===== src/rtl/htb_pkg.sv =====
// Shared widths, limits and controller/datapath interface types for the
// Huffman tree builder. No dependencies; imported by htb_ctrl, htb_datapath and the top.

package htb_pkg;

  localparam int MAX_LEAVES_DEF = 32;
  localparam int LEAF_W         = 16;
  localparam int WEIGHT_W       = 21;
  localparam int OUT_IDX_W      = 6;

  localparam logic [WEIGHT_W-1:0] WEIGHT_MAX = {WEIGHT_W{1'b1}};

  // Commands from the controller to the datapath.
  typedef struct packed {
    logic load;        // store one leaf weight
    logic build_init;  // set up the first merge of a build
    logic scan;        // walk the node store for the two smallest weights
    logic merge;       // write the new node and present its record
    logic clear;       // empty the store after a build
  } htb_cmd_t;

  // Status from the datapath back to the controller.
  typedef struct packed {
    logic n_ge2;       // at least two leaves once the current leaf is stored
    logic scan_end;    // every existing node has been read this pass
    logic last_node;   // the node being built is the root
  } htb_status_t;

endpackage


===== src/rtl/htb_ram.sv =====
// Generic single-write, single-read RAM with registered read data.
// No dependencies.

module htb_ram #(
  parameter int WIDTH = 8,
  parameter int DEPTH = 16
) (
  input  logic                     clk,
  input  logic                     we,
  input  logic [$clog2(DEPTH)-1:0] waddr,
  input  logic [WIDTH-1:0]         wdata,
  input  logic [$clog2(DEPTH)-1:0] raddr,
  output logic [WIDTH-1:0]         rdata
);

  logic [WIDTH-1:0] mem [DEPTH];

  always_ff @(posedge clk) begin
    if (we) begin
      mem[waddr] <= wdata;
    end
    rdata <= mem[raddr];
  end

endmodule


===== src/rtl/htb_ctrl.sv =====
// Controller state machine for the Huffman tree builder.
// Depends on htb_pkg for the command and status types.

module htb_ctrl import htb_pkg::*; (
  input  logic        clk,
  input  logic        rst,
  input  logic        start,
  input  logic        is_last,
  input  htb_status_t status,
  output htb_cmd_t    cmd,
  output logic        busy
);

  typedef enum logic [1:0] {
    S_IDLE,
    S_SCAN,
    S_MERGE,
    S_CLEAR
  } state_t;

  state_t state;
  state_t state_next;
  logic   accept;

  assign accept = start && !busy;

  always_comb begin
    state_next = state;
    unique case (state)
      S_IDLE: begin
        if (accept && is_last) begin
          state_next = status.n_ge2 ? S_SCAN : S_CLEAR;
        end
      end
      S_SCAN: begin
        if (status.scan_end) begin
          state_next = S_MERGE;
        end
      end
      S_MERGE: begin
        state_next = status.last_node ? S_CLEAR : S_SCAN;
      end
      S_CLEAR: begin
        state_next = S_IDLE;
      end
      default: begin
        state_next = S_IDLE;
      end
    endcase
  end

  always_ff @(posedge clk) begin
    if (rst) begin
      state <= S_IDLE;
      busy  <= 1'b0;
    end else begin
      state <= state_next;
      busy  <= (state_next != S_IDLE);
    end
  end

  always_comb begin
    cmd.load       = accept;
    cmd.build_init = accept && is_last;
    cmd.scan       = (state == S_SCAN);
    cmd.merge      = (state == S_MERGE);
    cmd.clear      = (state == S_CLEAR);
  end

endmodule


===== src/rtl/htb_datapath.sv =====
// Datapath of the Huffman tree builder: weight RAM, merged flags, scan
// registers for the two smallest nodes, node counter and result registers.
// Depends on htb_pkg and htb_ram.

module htb_datapath import htb_pkg::*; #(
  parameter int MAX_LEAVES = MAX_LEAVES_DEF
) (
  input  logic                 clk,
  input  logic                 rst,
  input  htb_cmd_t             cmd,
  input  logic [LEAF_W-1:0]    leaf_weight,
  output htb_status_t          status,
  output logic                 done,
  output logic [OUT_IDX_W-1:0] node_index,
  output logic [OUT_IDX_W-1:0] left_index,
  output logic [WEIGHT_W-1:0]  left_weight,
  output logic [OUT_IDX_W-1:0] right_index,
  output logic [WEIGHT_W-1:0]  right_weight,
  output logic                 final_merge
);

  localparam int SLOTS = 2 * MAX_LEAVES - 1;
  localparam int IDX_W = $clog2(SLOTS);
  localparam int CNT_W = $clog2(MAX_LEAVES + 1);

  logic [CNT_W-1:0]    leaf_count;
  logic [CNT_W-1:0]    n_next;
  logic                room;
  logic [SLOTS-1:0]    merged;

  logic [IDX_W-1:0]    node_k;
  logic [IDX_W-1:0]    final_k;
  logic [IDX_W-1:0]    scan_i;

  // Read pipeline: the RAM returns the weight in the cycle after the address.
  logic                rd_vld;
  logic [IDX_W-1:0]    rd_idx;
  logic                rd_merged;
  logic [WEIGHT_W-1:0] rd_weight;

  // Running smallest (a) and second smallest (b) unmerged nodes.
  logic                a_vld;
  logic [IDX_W-1:0]    a_idx;
  logic [WEIGHT_W-1:0] a_w;
  logic                b_vld;
  logic [IDX_W-1:0]    b_idx;
  logic [WEIGHT_W-1:0] b_w;

  logic [WEIGHT_W:0]   sum_raw;
  logic [WEIGHT_W-1:0] sum_sat;

  logic                ram_we;
  logic [IDX_W-1:0]    ram_waddr;
  logic [WEIGHT_W-1:0] ram_wdata;

  assign room    = (leaf_count < CNT_W'(MAX_LEAVES));
  assign n_next  = leaf_count + CNT_W'(room);
  assign sum_raw = {1'b0, a_w} + {1'b0, b_w};
  assign sum_sat = sum_raw[WEIGHT_W] ? WEIGHT_MAX : sum_raw[WEIGHT_W-1:0];

  assign ram_we    = (cmd.load && room) || cmd.merge;
  assign ram_waddr = cmd.merge ? node_k : IDX_W'(leaf_count);
  assign ram_wdata = cmd.merge ? sum_sat : WEIGHT_W'(leaf_weight);

  htb_ram #(
    .WIDTH (WEIGHT_W),
    .DEPTH (SLOTS)
  ) u_weight_ram (
    .clk   (clk),
    .we    (ram_we),
    .waddr (ram_waddr),
    .wdata (ram_wdata),
    .raddr (scan_i),
    .rdata (rd_weight)
  );

  always_comb begin
    status.n_ge2     = (n_next >= CNT_W'(2));
    status.scan_end  = (scan_i == node_k);
    status.last_node = (node_k == final_k);
  end

  // Control state: counts and scan progress.
  always_ff @(posedge clk) begin
    if (rst) begin
      leaf_count <= '0;
      scan_i     <= '0;
      rd_vld     <= 1'b0;
      a_vld      <= 1'b0;
      b_vld      <= 1'b0;
      done       <= 1'b0;
    end else begin
      done <= cmd.merge;
      if (cmd.load && room) begin
        leaf_count <= n_next;
      end
      if (cmd.build_init || cmd.merge) begin
        scan_i <= '0;
        rd_vld <= 1'b0;
        a_vld  <= 1'b0;
        b_vld  <= 1'b0;
      end else if (cmd.scan) begin
        rd_vld <= (scan_i != node_k);
        if (scan_i != node_k) begin
          scan_i <= scan_i + IDX_W'(1);
        end
      end else begin
        rd_vld <= 1'b0;
      end
      // Order by weight, ties to the earlier index; nodes arrive in index order.
      if (rd_vld && !rd_merged && !cmd.merge) begin
        if (!a_vld) begin
          a_vld <= 1'b1;
        end else if (rd_weight < a_w) begin
          b_vld <= 1'b1;
        end else if (!b_vld || rd_weight < b_w) begin
          b_vld <= 1'b1;
        end
      end
      if (cmd.clear) begin
        leaf_count <= '0;
      end
    end
  end

  // Payload registers.
  always_ff @(posedge clk) begin
    rd_idx    <= scan_i;
    rd_merged <= merged[scan_i];
    // A node's flag is written whenever the node itself is stored, so every
    // node read during a build carries a flag from that build.
    if (ram_we) begin
      merged[ram_waddr] <= 1'b0;
    end
    if (cmd.merge) begin
      merged[a_idx] <= 1'b1;
      merged[b_idx] <= 1'b1;
    end
    if (cmd.build_init) begin
      node_k  <= IDX_W'(n_next);
      final_k <= IDX_W'({n_next, 1'b0} - (CNT_W + 1)'(2));
    end else if (cmd.merge) begin
      node_k <= node_k + IDX_W'(1);
    end
    if (rd_vld && !rd_merged && !cmd.merge) begin
      if (!a_vld) begin
        a_idx <= rd_idx;
        a_w   <= rd_weight;
      end else if (rd_weight < a_w) begin
        b_idx <= a_idx;
        b_w   <= a_w;
        a_idx <= rd_idx;
        a_w   <= rd_weight;
      end else if (!b_vld || rd_weight < b_w) begin
        b_idx <= rd_idx;
        b_w   <= rd_weight;
      end
    end
    if (cmd.merge) begin
      node_index   <= OUT_IDX_W'(node_k);
      left_index   <= OUT_IDX_W'(a_idx);
      left_weight  <= a_w;
      right_index  <= OUT_IDX_W'(b_idx);
      right_weight <= b_w;
      final_merge  <= (node_k == final_k);
    end
  end

endmodule


===== src/rtl/huffman_tree_builder.sv =====
// Channel   Signals                               Transfer when
// input     start, busy, leaf_weight, is_last     start high and busy low
// result    done, node_index ... final_merge      done high (one cycle, no stall)
//
// A leaf weight is taken whenever start is high and busy low; back-to-back loads are accepted.
// The leaf flagged is_last starts a build over n leaves: each node k takes one
// weight RAM read per existing node, a drain and a merge, and the build ends
// with a clearing step, with busy high throughout.
// Fewer than two leaves gives no record; busy is high only for the clearing step.
// Reset (rst, synchronous) empties the store; merged flags are written as each
// node is stored, so no clearing pass is needed.
// Depends on htb_pkg, htb_ctrl, htb_datapath and htb_ram.

module huffman_tree_builder import htb_pkg::*; #(
  parameter int MAX_LEAVES = MAX_LEAVES_DEF
) (
  input  logic                 clk,
  input  logic                 rst,
  input  logic                 start,
  output logic                 busy,
  input  logic [LEAF_W-1:0]    leaf_weight,
  input  logic                 is_last,
  output logic                 done,
  output logic [OUT_IDX_W-1:0] node_index,
  output logic [OUT_IDX_W-1:0] left_index,
  output logic [WEIGHT_W-1:0]  left_weight,
  output logic [OUT_IDX_W-1:0] right_index,
  output logic [WEIGHT_W-1:0]  right_weight,
  output logic                 final_merge
);

  htb_cmd_t    cmd;
  htb_status_t status;

  htb_ctrl u_ctrl (
    .clk     (clk),
    .rst     (rst),
    .start   (start),
    .is_last (is_last),
    .status  (status),
    .cmd     (cmd),
    .busy    (busy)
  );

  htb_datapath #(
    .MAX_LEAVES (MAX_LEAVES)
  ) u_datapath (
    .clk          (clk),
    .rst          (rst),
    .cmd          (cmd),
    .leaf_weight  (leaf_weight),
    .status       (status),
    .done         (done),
    .node_index   (node_index),
    .left_index   (left_index),
    .left_weight  (left_weight),
    .right_index  (right_index),
    .right_weight (right_weight),
    .final_merge  (final_merge)
  );

  // A record only appears while a build is in progress.
  a_done_busy: assert property (@(posedge clk) disable iff (rst)
    done |-> busy)
    else $error("result transfer outside a build");

  // The root record ends the build on the following cycle.
  a_final_idle: assert property (@(posedge clk) disable iff (rst)
    done && final_merge |=> !busy)
    else $error("build did not end after the root merge");

  // The left child is never heavier than the right one.
  a_order: assert property (@(posedge clk) disable iff (rst)
    done |-> (left_weight <= right_weight))
    else $error("children out of order");

  // The two children of a merge are distinct nodes.
  a_distinct: assert property (@(posedge clk) disable iff (rst)
    done |-> (left_index != right_index))
    else $error("node merged with itself");

endmodule


===== config.mk =====
export PLATFORM = sky130hd
export DESIGN_NAME = huffman_tree_builder
export DESIGN_NICKNAME = d
export VERILOG_FILES = /design/src/rtl/htb_pkg.sv /design/src/rtl/htb_ram.sv /design/src/rtl/htb_ctrl.sv /design/src/rtl/htb_datapath.sv /design/src/rtl/huffman_tree_builder.sv
export SDC_FILE = /design/constraint.sdc
export NUM_CORES = 2
export LEC_CHECK = 0
export ABC_CLOCK_PERIOD_IN_PS = 8000
export BUFFER_PORTS_ARGS = -buffer_cell sky130_fd_sc_hd__buf_4
export CAP_MARGIN = 25
export CELL_PAD_IN_SITES_DETAIL_PLACEMENT = 0
export CELL_PAD_IN_SITES_GLOBAL_PLACEMENT = 2
export CORE_UTILIZATION = 25
export CTS_CLUSTER_DIAMETER = 80
export CTS_CLUSTER_SIZE = 40
export DETAILED_ROUTE_END_ITERATION = 8
export GPL_TIMING_DRIVEN = 1
export PLACE_DENSITY_LB_ADDON = 0.05
export SLEW_MARGIN = 10
export SYNTH_ARGS = -nofsm -noshare
export SYNTH_HDL_FRONTEND = slang
export SYNTH_SLANG_ARGS = --single-unit
export TNS_END_PERCENT = 5

===== constraint.sdc =====
create_clock -name clk -period 8 [get_ports clk]
set_clock_uncertainty 0.1 [all_clocks]
set_input_delay 0.4 -clock clk [delete_from_list [all_inputs] [get_ports clk]]
set_output_delay 0.4 -clock clk [all_outputs]
set_load 0.01 [all_outputs]

==> run_results.csv <==
group,metric,value,unit
place,placed_area,68000,um^2
global_routing,grt_pass1_vias,33400,
setup_path,cp.arrival,4630,ps
place,place.gp.congestion,0.747,
die,core,248000,um^2
clock_network,cts_root_buf,"clkbuf_16",
timing,worst_pin_slew,1010,ps
timing,slew_headroom,32.2,%
setup_path,end_kind,"flop",
global_routing,antenna_found_initial,15,
setup_path,r2r_end,"u_datapath.u_weight_ram.mem[37][1]",
timing,final.period_utilization,53.6,%
setup_path,critPathLaunch,"u_datapath.b_w[2]",
setup_path,cp-endpoint,"u_datapath.u_weight_ram.mem[37][1]",
cells_and_area,ff_latch_area,45700,um^2
setup_path,crit_chain,"ha_1 -> o21ai_0 -> o21a_1 -> nor4_1 -> o21ai_2 -> nor2_2 -> a211oi_2 -> o21a_2 -> a31oi_4 -> buf_4",
logic_synthesis,ys_warn_count,0,
cells_and_area,drive_above_1_share,26.4,%
drt,drt_iter0_markers,2519,
power_and_ir_drop,peakVddDrop,0.205,mV
timing,period_minus_slack,4290,ps
setup_path,crit_type,"flop to flop",
place,port_buffers,82,
logic_synthesis,yosys-top-cells-area,"edfxtp_1 (70%), mux4_2 (13%), dfxtp_1 (3.5%)",
drt,wl_per_cell,31.1,um
die,die_h,502,um
setup_path,required,8340,ps
setup_path,max_stage_delay,680,ps
logic_synthesis,ys_top_cells_by_count,"edfxtp_1 (1449), mux4_2 (368), nand2_1 (213), o21ai_0 (142), nor2_1 (133)",
global_routing,track_usage,17.0,%
clock_network,numClockSinks,1559,
power_and_ir_drop,cellLeakagePower,21.7,nW
drt,wl,215000,um
setup_path,rr_startpoint,"u_datapath.b_w[2]",
cells_and_area,final_area,72400,um^2
die,pin_count,83,
setup_path,rr_worst_depth,10,
setup_path,worst-path-buf-inv,1,
min_path,hold_path_class,"input port to flop",
logic_synthesis,seq_area_frac_synth,73.2,%
cells_and_area,nFillCells,24300,
logic_synthesis,synth_edf_count,1449,
timing,rsz0062_at_grt,"false",
clock_network,clock_latency,820,ps
timing,drv_slew,0,
global_routing,overflow,0,
logic_synthesis,ys_types,64,
run,maxCapViolCount,0,
timing,timing.hold.ws,256,ps
drt,drt_pass1_iterations,5,
die,initial_core_util,25.1,%
clock_network,cts_resized,0,
logic_synthesis,netlist_area,62500,um^2
drt,drcViolationCount,0,
clock_network,htreeDepth,3,
setup_path,cp_max_fo,63,
die,fp.dieArea,252000,um^2
power_and_ir_drop,powerDensity,237,nW/um^2
clock_network,cts_buffer_depth,3,
timing,fmaxAchievable,233,MHz
logic_synthesis,synth-async-reset-ratio,0,%
drt,avgViaCountPerCell,4.66,
logic_synthesis,synth_most_common_cell,"edfxtp_1",
clock_network,cts_buffers,117,
outcome,status,"finished, final reports clean",
logic_synthesis,yosysTopAreaCellShare,69.7,%
setup_path,crit_family,"compound AO/OA/AOI/OAI gates",
timing,hold_viol,0,
setup_path,r2r_slack,3710,ps
logic_synthesis,synth-seq-cells,1559,
clock_network,postCtsSetupBuffers,0,
logic_synthesis,syn-mean-instance-area,18.7,um^2
drt,dr_total_vias,32300,
logic_synthesis,synth_cells,3333,
global_routing,grt_max_degree,108,
cells_and_area,area_delta_synth_final,15.9,%
logic_synthesis,synth.largest_area_cell,"edfxtp_1",
die,fp.dieW,502,um
setup_path,crit_slowest_cell,"buf_4",
logic_synthesis,synthFlopType,"edfxtp_1",
power_and_ir_drop,finalPower,0.0172,W
die,fp-row-count,183,
global_routing,grt_pass1_wl,292000,um
min_path,hold_depth,4,
logic_synthesis,synth_nets,3421,
timing,final.setup.tns,0,ps
setup_path,cp-start-kind,"flop",
drt,drtAntennaViolNets,0,
cells_and_area,fin_nets,3563,
clock_network,path_clk_slew,90,ps
setup_path,cp.depth,10,
clock_network,cts_hold_buf,2,
timing,setup_viol,0,
place,dp_hpwl,122000,um
cells_and_area,multi_input_area,16100,um^2
clock_network,cts_tree,"built",
kinds of logic after synthesis:
family                     synth area share [%]
AOI/OAI and AO/OA                          4.12
muxes                                      15.4
and+or+nand+nor                            3.48
buffers and inverters                      1.84
adders and majority gates                  1.37
DFF                                        73.2
xor gates and xnor gates                  0.631
state kept, by name (all words and copies together) (netlist names), 21 cells and up:
signal	count
u_datapath.u_weight_ram.mem	1323
u_datapath.merged	63
u_datapath.a_w	21
u_datapath.b_w	21
u_datapath.left_weight	21
u_datapath.right_weight	21
u_datapath.u_weight_ram.rdata	21
worst min-delay path by stage:
stage                     slack (ps)              endpoint            startpoint
final                            260      u_datapath.a_vld               is_last
after global routing             290       u_datapath.done                   rst
after CTS                        210      u_datapath.a_vld               is_last
after detailed placement         320   u_datapath.a_idx[3]  u_datapath.rd_idx[3]
after global placement           310   u_datapath.a_idx[5]  u_datapath.rd_idx[5]
after floorplan                  230  u_datapath.rd_idx[3]  u_datapath.scan_i[3]
worst reg2reg max path, stage by stage (launching register included):
cell	delay, ps
edfxtp_1	440
ha_1	380
o21ai_0	130
o21a_1	230
nor4_1	590
o21ai_2	210
nor2_2	130
a211oi_2	70
o21a_2	540
a31oi_4	330
buf_4	680
cell usage in the layout (no fill, tap or decap), types with 13 or more instances in the layout:
cell	n
edfxtp_1	1449
mux4_2	368
nand2_1	212
buf_4	206
o21ai_0	139
clkbuf_16	118
mux2i_1	111
dfxtp_1	104
o22ai_1	74
nor2_1	70
ha_1	67
nor2_2	60
a21oi_1	58
inv_1	53
a211oi_1	45
nor2b_1	34
clkinv_8	28
xor2_1	25
a21o_1	23
nand3_1	23
xnor2_1	20
inv_6	16
mux2_2	15
a31oi_4	14
nand3b_1	13
final cells by class:
class                      instances  share of cell area (%)
antenna                           11                  0.0380
clock buffer                     127                    4.15
clock inverter                    94                    1.76
inverter                          55                   0.294
multi-input combinational       1515                    22.2
sequential                      1559                    63.2
tap                             3330                    5.75
timing repair buffer             227                    2.61
metal layers:
metal | wire, um | track usage, %
met3 | 8150 | 1.71
met4 | 3100 | 3.31
met1 | 99600 | 24.0
met2 | 104000 | 28.4
met5 | 0 | 0
per-stage QoR:
stage	utilization (%)	std cells	worst slack, ps
5_1_grt	29.1	6908	3380
2_1_floorplan	-	3333	2810
4_1_cts	29.1	6905	3560
3_3_place_gp	27.3	6672	3450
6_report	29.1	6918	3710
3_5_place_dp	27.4	6682	3640
power by group:
group	leakage (nW)	internal (W)	switching (W)
sequential	14.1	0.00910	0.000118
clock	2.05	0.00307	0.00348
combinational	5.64	0.000520	0.000865
(Power assumes the default switching activity.)
